**src/design/csq_pkg.sv**
```systemverilog
// Package for the contrast stretch quantizer: payload structs, sequencer states,
// arithmetic constants and the level quantizer. No dependencies.
package csq_pkg;

   typedef struct packed {
      logic       req_type;
      logic       frame_start;
      logic [7:0] red;
      logic [7:0] green;
      logic [7:0] blue;
   } csq_req_type;

   typedef struct packed {
      logic [7:0] level;
      logic       flat_frame;
   } csq_rsp_type;

   // Pixel kinds carried in req_type.
   localparam logic PIX_MEASURE = 1'b0;
   localparam logic PIX_MAP     = 1'b1;

   typedef enum logic [2:0] {
      ST_IDLE,
      ST_LUMA,
      ST_MEAS,
      ST_PREP,
      ST_DIV,
      ST_OUT
   } csq_state_type;

   // Divider handshake between sequencer and divide unit.
   typedef struct packed {
      logic        start;
      logic [15:0] numer;
      logic [7:0]  denom;
   } csq_div_ctl_type;

   typedef struct packed {
      logic       done;
      logic [7:0] quot;
   } csq_div_sts_type;

   localparam int unsigned DIV_STEPS = 8;
   localparam int unsigned DIV_CNT_W = $clog2(DIV_STEPS);

   // Divide by 3 as multiply by 683 and shift by 11; exact for sums up to 765.
   localparam logic [9:0] LUMA_RECIP = 10'd683;
   localparam int unsigned LUMA_SHIFT = 11;

   // Divide by 25 as multiply by 41 and shift by 10; exact for values up to 267.
   localparam logic [5:0] QUANT_RECIP = 6'd41;
   localparam int unsigned QUANT_SHIFT = 10;

   localparam logic [7:0] STEP       = 8'd25;
   localparam logic [8:0] HALF_STEP  = 9'd12;
   localparam logic [7:0] FULL_SCALE = 8'd255;
   localparam logic [7:0] DARK_RESET = 8'd255;
   localparam logic [7:0] BRIGHT_RESET = 8'd0;

   // Round to the nearest multiple of 25, upward when the remainder exceeds 12.
   function automatic logic [7:0] quantize(input logic [7:0] v);
      logic [8:0]  biased;
      logic [15:0] prod;
      logic [3:0]  q;
      biased = {1'b0, v} + HALF_STEP;
      prod   = 16'(biased) * 16'(QUANT_RECIP);
      q      = prod[QUANT_SHIFT+3:QUANT_SHIFT];
      return 8'(12'(q) * 12'(STEP));
   endfunction

endpackage

```
**src/design/csq_divider.sv**
```systemverilog
// Restoring divider: 16-bit numerator by 8-bit divisor, 8-bit quotient,
// one quotient bit per cycle. Depends on csq_pkg.
module csq_divider
   import csq_pkg::*;
(
   input  logic            clock,
   input  logic            reset,
   input  csq_div_ctl_type ctl,
   output csq_div_sts_type sts
);

   logic [7:0]           rem_ff, rem_in;
   logic [7:0]           low_ff, low_in;
   logic [7:0]           den_ff, den_in;
   logic [DIV_CNT_W-1:0] cnt_ff, cnt_in;
   logic                 busy_ff, busy_in;
   logic                 done_ff, done_in;

   logic [8:0] trial;
   logic [8:0] diff;
   logic       fits;

   always_comb begin
      trial = {rem_ff, low_ff[7]};
      diff  = trial - {1'b0, den_ff};
      fits  = (trial >= {1'b0, den_ff});

      rem_in  = rem_ff;
      low_in  = low_ff;
      den_in  = den_ff;
      cnt_in  = cnt_ff;
      busy_in = busy_ff;
      done_in = 1'b0;

      if (ctl.start) begin
         // Upper byte is already below the divisor since the quotient fits 8 bits.
         rem_in  = ctl.numer[15:8];
         low_in  = ctl.numer[7:0];
         den_in  = ctl.denom;
         cnt_in  = DIV_CNT_W'(DIV_STEPS - 1);
         busy_in = 1'b1;
      end else if (busy_ff) begin
         rem_in = fits ? diff[7:0] : trial[7:0];
         low_in = {low_ff[6:0], fits};
         cnt_in = cnt_ff - 1'b1;
         if (cnt_ff == '0) begin
            busy_in = 1'b0;
            done_in = 1'b1;
         end
      end
   end

   always_ff @(posedge clock) begin
      if (reset) begin
         busy_ff <= 1'b0;
         done_ff <= 1'b0;
         cnt_ff  <= '0;
      end else begin
         busy_ff <= busy_in;
         done_ff <= done_in;
         cnt_ff  <= cnt_in;
      end
      rem_ff <= rem_in;
      low_ff <= low_in;
      den_ff <= den_in;
   end

   assign sts.done = done_ff;
   assign sts.quot = low_ff;

endmodule

```
**src/design/contrast_stretch_quantize.sv**
```systemverilog
// Contrast stretch quantizer. Takes one RGB pixel item at a time and is not
// ready while it works on it. A measure item (req_type 0) runs these steps
// from acceptance until req_ready returns: register the channel sum, form the
// brightness, fold it into the running darkest/brightest pair. A map item
// (req_type 1) runs sum, brightness, clamp and numerator setup, the
// bit-serial divider (one quotient bit per cycle), the divider's completion
// flag, and finally rounding to a multiple of 25 and loading the output
// register. A flat or unmeasured frame skips the divider. The result sits in
// an output register, so a finished item waits there while the next pixel is
// taken; the block stalls in its final step only while that register is
// still full. Depends on csq_pkg and csq_divider.
module contrast_stretch_quantize
   import csq_pkg::*;
(
   input  logic        clock,
   input  logic        reset,
   input  logic        req_valid,
   output logic        req_ready,
   input  csq_req_type req_payload,
   output logic        rsp_valid,
   input  logic        rsp_ready,
   output csq_rsp_type rsp_payload
);

   csq_state_type state_ff, state_in;

   // Captured item fields.
   logic       kind_ff, kind_in;
   logic       fs_ff, fs_in;
   logic [9:0] sum_ff, sum_in;
   logic [7:0] lum_ff, lum_in;
   logic       flat_ff, flat_in;

   // Frame statistics.
   logic [7:0] bright_ff, bright_in;
   logic [7:0] dark_ff, dark_in;

   // Output register.
   logic        rsp_valid_ff, rsp_valid_in;
   csq_rsp_type rsp_ff, rsp_in;

   logic [19:0] lum_prod;
   logic [7:0]  clamped;
   logic [7:0]  offset;

   csq_div_ctl_type div_ctl;
   csq_div_sts_type div_sts;

   csq_divider u_divider (
      .clock (clock),
      .reset (reset),
      .ctl   (div_ctl),
      .sts   (div_sts)
   );

   assign lum_prod = 20'(sum_ff) * 20'(LUMA_RECIP);

   // Saturate the brightness into the measured range before stretching.
   always_comb begin
      if (lum_ff < dark_ff) begin
         clamped = dark_ff;
      end else if (lum_ff > bright_ff) begin
         clamped = bright_ff;
      end else begin
         clamped = lum_ff;
      end
      offset = clamped - dark_ff;
   end

   always_ff @(posedge clock) begin
      if (reset) begin
         state_ff     <= ST_IDLE;
         bright_ff    <= BRIGHT_RESET;
         dark_ff      <= DARK_RESET;
         rsp_valid_ff <= 1'b0;
      end else begin
         state_ff     <= state_in;
         bright_ff    <= bright_in;
         dark_ff      <= dark_in;
         rsp_valid_ff <= rsp_valid_in;
      end
      kind_ff <= kind_in;
      fs_ff   <= fs_in;
      sum_ff  <= sum_in;
      lum_ff  <= lum_in;
      flat_ff <= flat_in;
      rsp_ff  <= rsp_in;
   end

   always_comb begin
      state_in     = state_ff;
      kind_in      = kind_ff;
      fs_in        = fs_ff;
      sum_in       = sum_ff;
      lum_in       = lum_ff;
      flat_in      = flat_ff;
      bright_in    = bright_ff;
      dark_in      = dark_ff;
      rsp_in       = rsp_ff;
      rsp_valid_in = rsp_valid_ff && !rsp_ready;
      req_ready    = 1'b0;
      div_ctl      = '{start: 1'b0, numer: {offset, 8'd0} - {8'd0, offset}, denom: bright_ff - dark_ff};

      case (state_ff)
         ST_IDLE: begin
            req_ready = 1'b1;
            if (req_valid) begin
               kind_in  = req_payload.req_type;
               fs_in    = req_payload.frame_start;
               sum_in   = {2'd0, req_payload.red} + {2'd0, req_payload.green}
                        + {2'd0, req_payload.blue};
               state_in = ST_LUMA;
            end
         end
         ST_LUMA: begin
            lum_in   = lum_prod[LUMA_SHIFT+7:LUMA_SHIFT];
            state_in = (kind_ff == PIX_MAP) ? ST_PREP : ST_MEAS;
         end
         ST_MEAS: begin
            // A frame start clears the pair first, so both take this brightness.
            if (fs_ff) begin
               bright_in = lum_ff;
               dark_in   = lum_ff;
            end else begin
               if (lum_ff > bright_ff) begin
                  bright_in = lum_ff;
               end
               if (lum_ff < dark_ff) begin
                  dark_in = lum_ff;
               end
            end
            state_in = ST_IDLE;
         end
         ST_PREP: begin
            // No usable range: skip the divider and report a flat frame.
            if (bright_ff <= dark_ff) begin
               flat_in  = 1'b1;
               state_in = ST_OUT;
            end else begin
               flat_in       = 1'b0;
               div_ctl.start = 1'b1;
               state_in      = ST_DIV;
            end
         end
         ST_DIV: begin
            if (div_sts.done) begin
               state_in = ST_OUT;
            end
         end
         ST_OUT: begin
            // Hold until the output register is free, then load it.
            if (!rsp_valid_ff || rsp_ready) begin
               rsp_in.flat_frame = flat_ff;
               rsp_in.level      = flat_ff ? 8'd0 : quantize(div_sts.quot);
               rsp_valid_in      = 1'b1;
               state_in          = ST_IDLE;
            end
         end
         default: begin
            state_in = ST_IDLE;
         end
      endcase
   end

   assign rsp_valid   = rsp_valid_ff;
   assign rsp_payload = rsp_ff;

endmodule

```
**config.mk**
```make
export PLATFORM = sky130hd
export DESIGN_NAME = contrast_stretch_quantize
export DESIGN_NICKNAME = d
export VERILOG_FILES = /design/src/design/csq_pkg.sv /design/src/design/csq_divider.sv /design/src/design/contrast_stretch_quantize.sv
export SDC_FILE = /design/constraint.sdc
export NUM_CORES = 1
export LEC_CHECK = 0
export BUFFER_PORTS_ARGS = -buffer_cell sky130_fd_sc_hd__buf_2
export CORE_UTILIZATION = 45
export CTS_BUF_LIST = sky130_fd_sc_hd__clkbuf_2
export DETAILED_ROUTE_END_ITERATION = 8
export PLACE_DENSITY = 0.59
export REMOVE_ABC_BUFFERS = 1
export SYNTH_ARGS = -nofsm -noshare
export SYNTH_HDL_FRONTEND = slang
export SYNTH_SLANG_ARGS = --single-unit
```
**constraint.sdc**
```tcl
create_clock -name clock -period 5.7 [get_ports clock]
set_input_delay 0.57 -clock clock [delete_from_list [all_inputs] [get_ports clock]]
set_output_delay 0.57 -clock clock [all_outputs]
set_load 0.05 [all_outputs]
```
Word level (Yosys, flattened, before mapping):

Cells that the tools add are included.

* add/subtract/negate cells: 8
* multipliers: 3
* $lt $le $gt $ge: 4
* equal/unequal tests: 8
* muxes and demuxes: 29
* bitwise logic cells: 1
* reduce and logical (&&, ||, !) cells: 15

Operators by type and width (count)
* $mux W8: 11
* $sub A8 B8 Y8: 3
* $mul A10 B10 Y19 const B: 1
* $sub A16 B8 Y16: 1
* $mux W3: 5
* $pmux W3 S5: 1
* $mul A9 B6 Y14 const B: 1
* $mux W1: 12
* $add A9 B8 Y10: 1
* $add A8 B4 Y9 const B: 1
* $add A8 B8 Y9: 1
* $ge A9 B8 Y1: 1
* $gt A8 B8 Y1: 1
* $le A8 B8 Y1: 1
* $lt A8 B8 Y1: 1
* $mul A4 B5 Y8 const B: 1
* $reduce_and A2 Y1: 4
* $eq A3 B2 Y1 const B: 2
* $eq A3 B3 Y1 const B: 2
* $logic_not A3 Y1: 2
* $reduce_bool A2 Y1: 3
* $ne A2 B2 Y1 const B: 2
* $eq A3 B1 Y1 const B: 1
* $reduce_and A3 Y1: 1
* 7 further kinds: 8

* register bits after elaboration: 79
* input bits: 30
* output and inout bits: 11

Longest topological paths before layout:

Gate-level depths: netlist of run 1.

* depth in word-level cells: 6
* mapped depth: 22

Hierarchy:

A second synthesis of run 1 with hierarchy kept.

* cell total of the unflattened synthesis: 780
* area, all modules: 7772.5 µm²

By module, submodules not included
* contrast_stretch_quantize: times used 1, cells an instance 632, area an instance 6052.1 µm², sequential area each 1301.2 µm²
* csq_divider: times used 1, cells an instance 148, area an instance 1720.4 µm², sequential area each 820.8 µm²

Least setup slack after synthesis of run 1:

No wires, ideal clock.

* kind: flip-flop to flip-flop
* start point: reg u_divider.low_ff[2]
* end point: reg rsp_ff, in the netlist rsp_payload[7] (data pin)
* data arrival time: 4.327 ns
* path slack: 1.111 ns
* stages on the path, launching flop included: 21
* path buffers: 0
* clock period less this slack: 4.589 ns
* cell sequence: edfxtp_1 -> inv_1 -> ha_1 -> nor2_1 -> xor2_1 -> fa_1 -> ha_1 -> ha_1 -> nand4_1 -> o21bai_1 -> a21oi_1 -> nor2b_1 -> or4_1 -> a31oi_1 -> xor2_1 -> inv_1 -> ha_1 -> inv_1 -> fa_1 -> xor2_1 -> nor2_1

* cells in the longest elaborated chain, start to end: 3

RTL lines
* from (decl): RTL line csq_divider.sv:13 `logic [7:0] low_ff, low_in;`
* from (signal assigned): RTL line csq_divider.sv:64 `low_ff <= low_in;`
* $add A8 B4 Y9: RTL line csq_pkg.sv:65 `biased = {1'b0, v} + HALF_STEP;`
* $mul A9 B6 Y14: RTL line csq_pkg.sv:66 `prod = 16'(biased) * 16'(QUANT_RECIP);`
* $mul A4 B5 Y8: RTL line csq_pkg.sv:68 `return 8'(12'(q) * 12'(STEP));`
* to (signal assigned): RTL line contrast_stretch_quantize.sv:87 `rsp_ff <= rsp_in;`
* to (decl): RTL line contrast_stretch_quantize.sv:40 `csq_rsp_type rsp_ff, rsp_in;`

No other way between the ends.
A chain may end at the register's enable or synchronous reset.

Worst setup path after layout of run 1:

Same ends and word-level chain as after synthesis.

==> results of run 1 <==
==> area by class of cell <==
cell class,count,area [µm²],area share
Sequential cell,79,2120,0.266
Clock inverter,7,40.0,0.00502
Inverter,116,435,0.0546
Clock buffer,9,45.0,0.00565
Tap cell,216,270,0.0339
Multi-Input combinational cell,552,4840,0.607
Timing Repair Buffer,42,215,0.0270
Antenna cell,2,5.00,0.000628
==> synthesized netlist by cell type (all sizes together) (2+ instances only) <==
| library cell | n |
|---|---|
| o21bai | 7 |
| a211oi | 5 |
| and3 | 2 |
| inv | 115 |
| o22ai | 2 |
| a21boi | 3 |
| nor3 | 10 |
| mux2i | 15 |
| and2 | 3 |
| o2111ai | 2 |
| clkbuf | 6 |
| or3 | 2 |
| nand4 | 8 |
| a31oi | 4 |
| o31ai | 5 |
| o21a | 7 |
| xnor2 | 30 |
| a21oi | 46 |
| dfxtp | 25 |
| a21o | 14 |
| xor2 | 17 |
| nor2 | 46 |
| nand2b | 13 |
| nor2b | 16 |
| o211ai | 4 |
| buf | 5 |
| o21ai | 38 |
| nand3b | 3 |
| nor3b | 3 |
| ha | 142 |
| a2111oi | 2 |
| nand2 | 47 |
| fa | 37 |
| edfxtp | 54 |
| nand3 | 7 |
==> metrics by stage <==
| step | area (µm²) | util | setup WS, ns |
|---|---|---|---|
| finish | 7980 | 0.498 | 0.692 |
| global placement | 7890 | 0.493 | 0.893 |
| floorplan | 7400 | - | 1.11 |
| global route | 7980 | 0.498 | 0.295 |
| CTS | 7970 | 0.498 | 0.673 |
| detailed placement | 7890 | 0.493 | 0.683 |
==> state kept, by name, summed over array words and instances (netlist names), 3 cells and up <==
register,flops
bright_ff,8
dark_ff,8
lum_ff,8
rsp_payload,9
state_ff,3
sum_ff,10
u_divider.cnt_ff,3
u_divider.den_ff,8
u_divider.low_ff,8
u_divider.rem_ff,8
==> power groups by stage <==
stage / sequential (W) / clock (W) / combinational (W)
5_1_grt: 0.000867 / 0.000291 / 0.00281
2_1_floorplan: 0.000841 / 0 / 0.00191
3_3_place_gp: 0.000867 / 0 / 0.00237
6_report: 0.000857 / 0.000260 / 0.00240
4_1_cts: 0.000857 / 0.000272 / 0.00244
3_5_place_dp: 0.000870 / 0 / 0.00240
==> metal layers <==
metal,up-vias,GRT usage
met5,-,0
met4,0,0.0710
met3,22,0.0289
met2,51,0.356
met1,2471,0.221
li1,2702,-
==> cells by family (layout without fill, tap and decap cells) <==
kind of cell	Yosys count	count (layout)
AOI/OAI and AO/OA	146	146
xor gates and xnor gates	47	47
adders and majority gates	179	179
buffers and inverters	127	174
DFF	79	79
muxes	16	16
other	0	2
and+or+nand+nor	164	164
==> worst max-delay path: cells and delay by family, from the launching register on <==
kind | cells | cell delay, ns
AO/OA/AOI/OAI | 3 | 0.48
XOR/XNOR | 3 | 0.67
adder cells (fa/ha/maj) | 7 | 2.04
buffers and inverters | 2 | 0.16
flip-flops | 1 | 0.45
AND/OR/NAND/NOR | 7 | 1.00
==> worst max path at each step <==
stage	startpoint	slack, ns	cells after the start	to
after floorplan	u_divider.low_ff[2]	1.11	20	rsp_payload[7]
after global placement	u_divider.low_ff[2]	0.89	22	rsp_payload[7]
after detailed placement	u_divider.low_ff[2]	0.68	20	rsp_payload[7]
after CTS	u_divider.low_ff[2]	0.67	22	rsp_payload[7]
after global routing	u_divider.low_ff[2]	0.29	22	rsp_payload[7]
final	u_divider.low_ff[2]	0.69	22	rsp_payload[7]
==> impl_metrics.json, run 1 <==
{
  "status": "complete, no violations",
  "finalHoldWorstSlack_ns": 0.108,
  "p_seq_frac": 0.244,
  "cts.sinks": 79,
  "setup_violations": 0,
  "postCtsSetupRepairBufs": 0,
  "critPathKind": "reg2reg",
  "dieArea_um2": 17100,
  "r2r_end": "rsp_payload[7]",
  "grt_overflow": 0,
  "final.period_utilization": 0.879,
  "mostFrequentLayoutCells": "142 x ha_1, 114 x inv_1, 54 x edfxtp_1, 47 x nand2_1, 46 x nor2_1",
  "htreeDepth": 3,
  "rr_worst_depth": 22,
  "post_synth_mux_area_share": 0.0217,
  "hold_viol": 0,
  "ir_worst_vdd_v": 0.000545,
  "maxSlewViolCount": 0,
  "cts-buffers-inserted": 9,
  "wl_per_cell_um": 14.1,
  "dp_hpwl_um": 12200,
  "die_h_um": 131,
  "max_clock_freq_ghz": 0.200,
  "row_count": 46,
  "top_layer_used": "met4",
  "clk_pin_slew_worst_paths_ns": 0.23,
  "worst_ep_required_time_ns": 6.10,
  "drt_iter0_markers": 200,
  "synth-simple-area-share": 0.107,
  "area_growth_pct": 7.02,
  "ant_nets": 0,
  "grt_max_degree": 26,
  "antenna_found_initial": 2,
  "firstDrtPassIters": 4,
  "hold_depth": 1,
  "synth_compound_area_frac": 0.128,
  "core_area_um2": 16000,
  "power.total_w": 0.00352,
  "syn_area_per_cell_um2": 9.83,
  "fin_nets": 1009,
  "synth-xor-area-share": 0.0552,
  "syn_inst": 758,
  "hold_buffers": 0,
  "routed-wl-met3_um": 288,
  "crit_path_max_incr_delay_ns": 0.47,
  "powerDensity_nw_per_um2": 441,
  "hp-start": "req_payload[25]",
  "clock_skew_ns": 0.0416,
  "clock_latency_ns": 0.61,
  "worstPathMaxFanout": 4,
  "portBuffers": 40,
  "p_int_w": 0.00190,
  "met1_length_um": 6570,
  "wl_um": 14500,
  "grt_usage": 0.191,
  "final_cells": 1023,
  "cts_tree": "built",
  "maxCapViolCount": 0,
  "wl_met2_um": 7320,
  "cts_resized": 0,
  "initial_utilization": 0.466,
  "globalplace.congestion": 0.851,
  "synth_fa_ha_area_frac": 0.338,
  "synth_top_area_share": 0.238,
  "drt-vias-per-instance": 5.13,
  "vias": 5246,
  "crit_path_start_kind": "flip-flop",
  "synth_top_family_by_area": "adder cells",
  "die_w_um": 131,
  "nFillCells": 1539,
  "max-slew-margin-rel": 0.301,
  "async_flop_share": 0,
  "crit_slowest_cell": "fa_1",
  "worstPathArrival_ns": 5.41,
  "crit_path_frequent_cell": "ha_1",
  "syn_area_um2": 7450,
  "grt_pass1_wl_um": 25300,
  "worst_setup_path_end_kind": "flip-flop",
  "synth-seq-cells": 79,
  "root_buffer": "clkbuf_2",
  "holdPathEnd": "kind_ff",
  "synth-edff-count": 54,
  "tightest_slew_ns": 1.04,
  "r2r-start": "u_divider.low_ff[2]",
  "cellLeakagePower_nw": 3.89,
  "drc_errors": 0,
  "dp_cells": 1005,
  "worstPathCellList": "inv_1, ha_1, nor2_1, xor2_1, fa_1, ha_1, ha_1, nand4_1, o21bai_1, a21oi_1, nor2b_1, or4_1, a31oi_1, nor2b_1, nor2_1, xnor2_1, ha_1, ha_1, inv_1, fa_1, xor2_1, nor2_1",
  "clk_path_buf_depth": 2,
  "synthFlopType": "edfxtp_1",
  "p_sw_frac": 0.459,
  "yosysSeqAreaShare": 0.285,
  "min_period_ns": 5.01,
  "hold_path.class": "in2reg",
  "drive_gt1_frac": 0.0882,
  "switchingPower_w": 0.00161,
  "regToRegSetupSlack_ns": 0.69,
  "rsz0062_at_grt": "no",
  "clockPowerShare": 0.074,
  "grt_pass1_vias": 5589,
  "ys_warn_count": 0,
  "setup_tns_ns": 0,
  "yosys.area.top_type": "ha_1",
  "ioPinCount": 41,
  "synthTopCellsByArea": "ha_1 24%, edfxtp_1 22%, fa_1 9.9%, dfxtp_1 6.7%, inv_1 5.7%",
  "comb_power_share": 0.682,
  "final_common_cell": "ha_1",
  "ys_types": 63
}
Note: power is estimated with default switching activity, not from simulation.
==> run 2: changes to the inputs <==
Settings changed: CELL_PAD_IN_SITES_DETAIL_PLACEMENT from default to 0, CELL_PAD_IN_SITES_GLOBAL_PLACEMENT from default to 1, PLACE_DENSITY 0.59 to 0.72.
==> run 2 against run 1 <==
Effect of this change:
- count of clock-buffer cells in the layout is 1 higher
- power is 0.64% higher
- fmax is 1.5% higher
- worst setup slack better by 0.073 ns
- worst hold slack better by 0.018 ns
- clock power is 8.8% higher
- cell count hardly changed
- highest routed layer unchanged
==> impl_metrics.json, run 2 (synthesized netlist as in run 1, its figures left out) <==
{
  "globalplace.congestion": 0.827,
  "core_area_um2": 16000,
  "dieArea_um2": 17100,
  "worst_setup_path_end_kind": "flip-flop",
  "setup_tns_ns": 0,
  "crit_start": "u_divider.low_ff[2]",
  "powerDensity_nw_per_um2": 444,
  "hold_path.class": "in2reg",
  "firstDrtPassIters": 4,
  "maxSlewViolCount": 0,
  "switchingPower_w": 0.00162,
  "wl_per_cell_um": 14.1,
  "worstPathArrival_ns": 5.32,
  "die_w_um": 131,
  "drive_gt1_frac": 0.0907,
  "clockPowerShare": 0.080,
  "crit_path_start_kind": "flip-flop",
  "drt-vias-per-instance": 5.08,
  "r2r-start": "u_divider.low_ff[2]",
  "ir_worst_vdd_v": 0.000429,
  "final_common_cell": "ha_1",
  "vias": 5195,
  "routed-wl-met3_um": 199,
  "grt_max_degree": 26,
  "cts.sinks": 79,
  "setup_violations": 0,
  "holdPathEnd": "kind_ff",
  "wl_met2_um": 7240,
  "worst_ep_required_time_ns": 6.08,
  "crit_slowest_cell": "fa_1",
  "worstPathMaxFanout": 4,
  "clk_pin_slew_worst_paths_ns": 0.25,
  "htreeDepth": 3,
  "status": "complete, no violations",
  "cts-buffers-inserted": 9,
  "critPathKind": "reg2reg",
  "crit_path_frequent_cell": "ha_1",
  "max_clock_freq_ghz": 0.203,
  "comb_power_share": 0.679,
  "area_growth_pct": 7.10,
  "r2r_end": "rsp_payload[7]",
  "drt_iter0_markers": 155,
  "cellLeakagePower_nw": 3.90,
  "met1_length_um": 6720,
  "largest_reg_flops": 10,
  "hold_buffers": 0,
  "p_seq_frac": 0.241,
  "top_register": "sum_ff",
  "grt_pass1_wl_um": 24800,
  "cts_tree": "built",
  "cts_resized": 0,
  "initial_utilization": 0.466,
  "hold_viol": 0,
  "grt_pass1_vias": 5495,
  "postCtsSetupRepairBufs": 0,
  "wl_um": 14400,
  "hold_depth": 1,
  "top_layer_used": "met4",
  "regToRegSetupSlack_ns": 0.77,
  "clock_skew_ns": 0.0440,
  "row_count": 46,
  "drc_errors": 0,
  "final.period_utilization": 0.866,
  "worstPathCellList": "inv_1, ha_1, nor2_1, xor2_1, fa_1, ha_1, ha_1, nand4_1, o21bai_1, a21oi_1, nor2b_1, or4_1, a31oi_1, xor2_1, inv_1, ha_1, inv_1, fa_1, xor2_1, nor2_1",
  "portBuffers": 40,
  "root_buffer": "clkbuf_2",
  "clk_path_buf_depth": 2,
  "clock_latency_ns": 0.59,
  "mostFrequentLayoutCells": "142 x ha_1, 114 x inv_1, 54 x edfxtp_1, 47 x nand2_1, 46 x nor2_1",
  "hp-start": "req_payload[25]",
  "p_sw_frac": 0.458,
  "antenna_found_initial": 1,
  "dp_hpwl_um": 12200,
  "grt_usage": 0.188,
  "rsz0062_at_grt": "no",
  "maxCapViolCount": 0,
  "ant_nets": 0,
  "p_int_w": 0.00192,
  "finalHoldWorstSlack_ns": 0.125,
  "grt_overflow": 0,
  "crit_path_max_incr_delay_ns": 0.47,
  "min_period_ns": 4.93,
  "ioPinCount": 41,
  "rr_worst_depth": 20,
  "tightest_slew_ns": 1.06,
  "max-slew-margin-rel": 0.290,
  "fin_nets": 1009,
  "die_h_um": 131
}
[run 2: per-layer routing]
| layer | global-route usage | vias up |
|---|---|---|
| li1 | - | 2702 |
| met1 | 0.220 | 2443 |
| met2 | 0.351 | 35 |
| met3 | 0.0252 | 15 |
| met4 | 0.0669 | 0 |
| met5 | 0 | - |
[run 2: worst max-delay path by stage]
stage          slack [ns]  depth (start not counted)              to
2_1_floorplan        1.11                         20  rsp_payload[7]
3_3_place_gp         0.89                         20  rsp_payload[7]
3_5_place_dp         0.72                         20  rsp_payload[7]
4_1_cts              0.71                         20  rsp_payload[7]
5_1_grt              0.40                         22  rsp_payload[7]
6_report             0.77                         20  rsp_payload[7]
[run 2: area by class of cell]
type,count,area [µm²]
fillers,1555,8020
clock buffers,10,50.0
multi-input cells,552,4840
repair buffers,42,215
diodes,1,2.50
flip-flops and latches,79,2120
well taps,216,270
inverters,116,435
clock inverters,6,43.8
[run 2: worst max-delay path: cells and delay by family (launching register included)]
family,cells,cell delay (ns)
AND/OR/NAND/NOR,5,0.80
XOR/XNOR,3,0.77
adder cells (fa/ha/maj),6,2.03
buffers and inverters,3,0.24
AO/OA/AOI/OAI,3,0.46
flip-flops,1,0.44
[run 2: through the flow]
step	instances	cell area [µm²]	util	setup slack [ns]	total power, W
5_1_grt	1022	7980	0.499	0.400	0.00398
2_1_floorplan	747	7400	-	1.11	0.00275
3_5_place_dp	1005	7890	0.493	0.724	0.00328
6_report	1022	7980	0.499	0.765	0.00354
4_1_cts	1021	7980	0.499	0.708	0.00361
3_3_place_gp	1005	7890	0.493	0.893	0.00324
[run 2: power groups by stage]
stage               clock (W)  sequential [W]  combinational (W)
global route         0.000321        0.000865            0.00279
floorplan                   0        0.000841            0.00191
global placement            0        0.000866            0.00237
finish               0.000283        0.000853            0.00240
detailed placement          0        0.000867            0.00241
CTS                  0.000300        0.000854            0.00245
==> run 3: changes to the inputs <==
Clock period 5.7 ns to 5.15 ns, I/O delays scaled along.
==> run 3 against run 2 <==
Effect of this change:
- die area stayed put
- cell count is 0.59% higher
- clock power is 5% higher
- critical path type unchanged
==> impl_metrics.json, run 3 (synthesized netlist as in run 1, its figures left out) <==
{
  "p_seq_frac": 0.240,
  "max_clock_freq_ghz": 0.204,
  "dieArea_um2": 17100,
  "maxCapViolCount": 0,
  "area_growth_pct": 8.14,
  "wl_um": 14600,
  "clk_path_buf_depth": 2,
  "status": "complete, no violations",
  "ant_nets": 0,
  "top_register": "sum_ff",
  "ir_worst_vdd_v": 0.000401,
  "worst_setup_path_end_kind": "flip-flop",
  "antenna_found_initial": 1,
  "grt_usage": 0.190,
  "comb_power_share": 0.685,
  "firstDrtPassIters": 4,
  "p_int_w": 0.00213,
  "worst-path-buf-inv": 4,
  "worstPathArrival_ns": 5.27,
  "hold_depth": 1,
  "tightest_slew_ns": 1.04,
  "powerDensity_nw_per_um2": 487,
  "clockPowerShare": 0.075,
  "largest_reg_flops": 10,
  "worst_ep_required_time_ns": 5.51,
  "r2r_end": "rsp_payload[7]",
  "maxSlewViolCount": 0,
  "regToRegSetupSlack_ns": 0.24,
  "die_w_um": 131,
  "grt_pass1_vias": 5581,
  "clock_skew_ns": 0.0421,
  "max-slew-margin-rel": 0.306,
  "endpoint": "rsp_payload[7]",
  "dp_cells": 1005,
  "cpLargestDelayFamily": "adder cells",
  "vias": 5252,
  "crit_start": "u_divider.low_ff[2]",
  "finalHoldWorstSlack_ns": 0.0761,
  "grt_pass1_wl_um": 25100,
  "grt_max_degree": 26,
  "drive_gt1_frac": 0.104,
  "initial_utilization": 0.466,
  "cts_tree": "built",
  "hold_viol": 0,
  "cts.sinks": 79,
  "setup_violations": 0,
  "final_common_cell": "ha_1",
  "worstPathMaxFanout": 4,
  "cellLeakagePower_nw": 3.92,
  "drc_errors": 0,
  "hp-start": "req_payload[25]",
  "crit_path_max_incr_delay_ns": 0.48,
  "ioPinCount": 41,
  "min_period_ns": 4.91,
  "final.period_utilization": 0.953,
  "cts-buffers-inserted": 9,
  "crit_slowest_cell": "fa_1",
  "p_sw_frac": 0.459,
  "drt-vias-per-instance": 5.11,
  "row_count": 46,
  "core_area_um2": 16000,
  "globalplace.congestion": 0.827,
  "drt_iter0_markers": 173,
  "r2r-start": "u_divider.low_ff[2]",
  "mostFrequentLayoutCells": "141 x ha_1, 114 x inv_1, 54 x edfxtp_1, 47 x nand2_1, 45 x nor2_1",
  "clock_latency_ns": 0.59,
  "critPathKind": "reg2reg",
  "die_h_um": 131,
  "worstPathCellList": "inv_1, ha_2, inv_1, ha_1, fa_1, ha_1, ha_1, nand4_1, o21bai_1, a21oi_1, nor2b_1, or4_1, a31oi_2, xor2_1, inv_1, ha_1, inv_1, fa_1, xor2_1, nor2_1",
  "wl_per_cell_um": 14.2,
  "rr_worst_depth": 20,
  "portBuffers": 40,
  "path_depth": 20,
  "hold_path.class": "in2reg",
  "htreeDepth": 3,
  "final_cells": 1028,
  "crit_path_start_kind": "flip-flop",
  "clk_pin_slew_worst_paths_ns": 0.24,
  "grt_overflow": 0,
  "fin_nets": 1016,
  "switchingPower_w": 0.00180,
  "root_buffer": "clkbuf_2",
  "dp_hpwl_um": 12200
}
## run 3: cell types whose count changed in the layout (fill, tap and decap cells not counted), sizes merged
| cell | before | now |
|---|---|---|
| buf | 42 | 48 |
| clkinvlp | 0 | 2 |
| dlygate4sd3 | 0 | 1 |
| inv | 118 | 115 |
## run 3: metrics by stage
step / TNS (ns) / power (W) / cell area, µm² / setup slack (ns) / util
after floorplan: 0 / 0.00304 / 7400 / 0.561 / -
after global placement: 0 / 0.00359 / 7890 / 0.343 / 0.493
after detailed placement: 0 / 0.00363 / 7890 / 0.171 / 0.493
after CTS: 0 / 0.00398 / 7970 / 0.138 / 0.498
after global routing: -0.0413 / 0.00442 / 8060 / -0.0413 / 0.504
final: 0 / 0.00393 / 8060 / 0.242 / 0.504
## run 3: power by group through the flow
stage	Combinational, W	Clock [W]	Sequential, W
final	0.00269	0.000296	0.000943
after global routing	0.00313	0.000334	0.000957
after CTS	0.00272	0.000314	0.000946
after detailed placement	0.00267	0	0.000960
after global placement	0.00263	0	0.000959
after floorplan	0.00211	0	0.000930
## run 3: what timing repair did
item / CTS / global route
endpoints found under the setup margin: 0 / 4
hold endpoints to repair: 0 / 1
gates resized for setup: 0 / 6
setup buffers: 0 / 6
hold buffers: 0 / 1
## run 3: area by class of cell
cell class	instances	area [µm²]
fillers	1537	7940
clock inverters	5	36.3
repair buffers	49	270
inverters	116	435
diodes	1	2.50
multi-input cells	552	4870
well taps	216	270
clock buffers	10	50.0
flip-flops and latches	79	2120
## run 3: worst min-delay path by stage
stage / slack [ns] / endpoint
after floorplan: 0.49 / u_divider.done_ff
after global placement: 0.52 / u_divider.done_ff
after detailed placement: 0.54 / rsp_valid
after CTS: 0.003 / kind_ff
after global routing: 0.005 / kind_ff
final: 0.08 / kind_ff
## run 3: metal layers
metal	part of all wire	track usage	up-vias
met5	0	0	-
met4	0.012	0.0575	0
met3	0.016	0.0314	15
met2	0.51	0.357	35
met1	0.46	0.220	2486
li1	-	-	2716
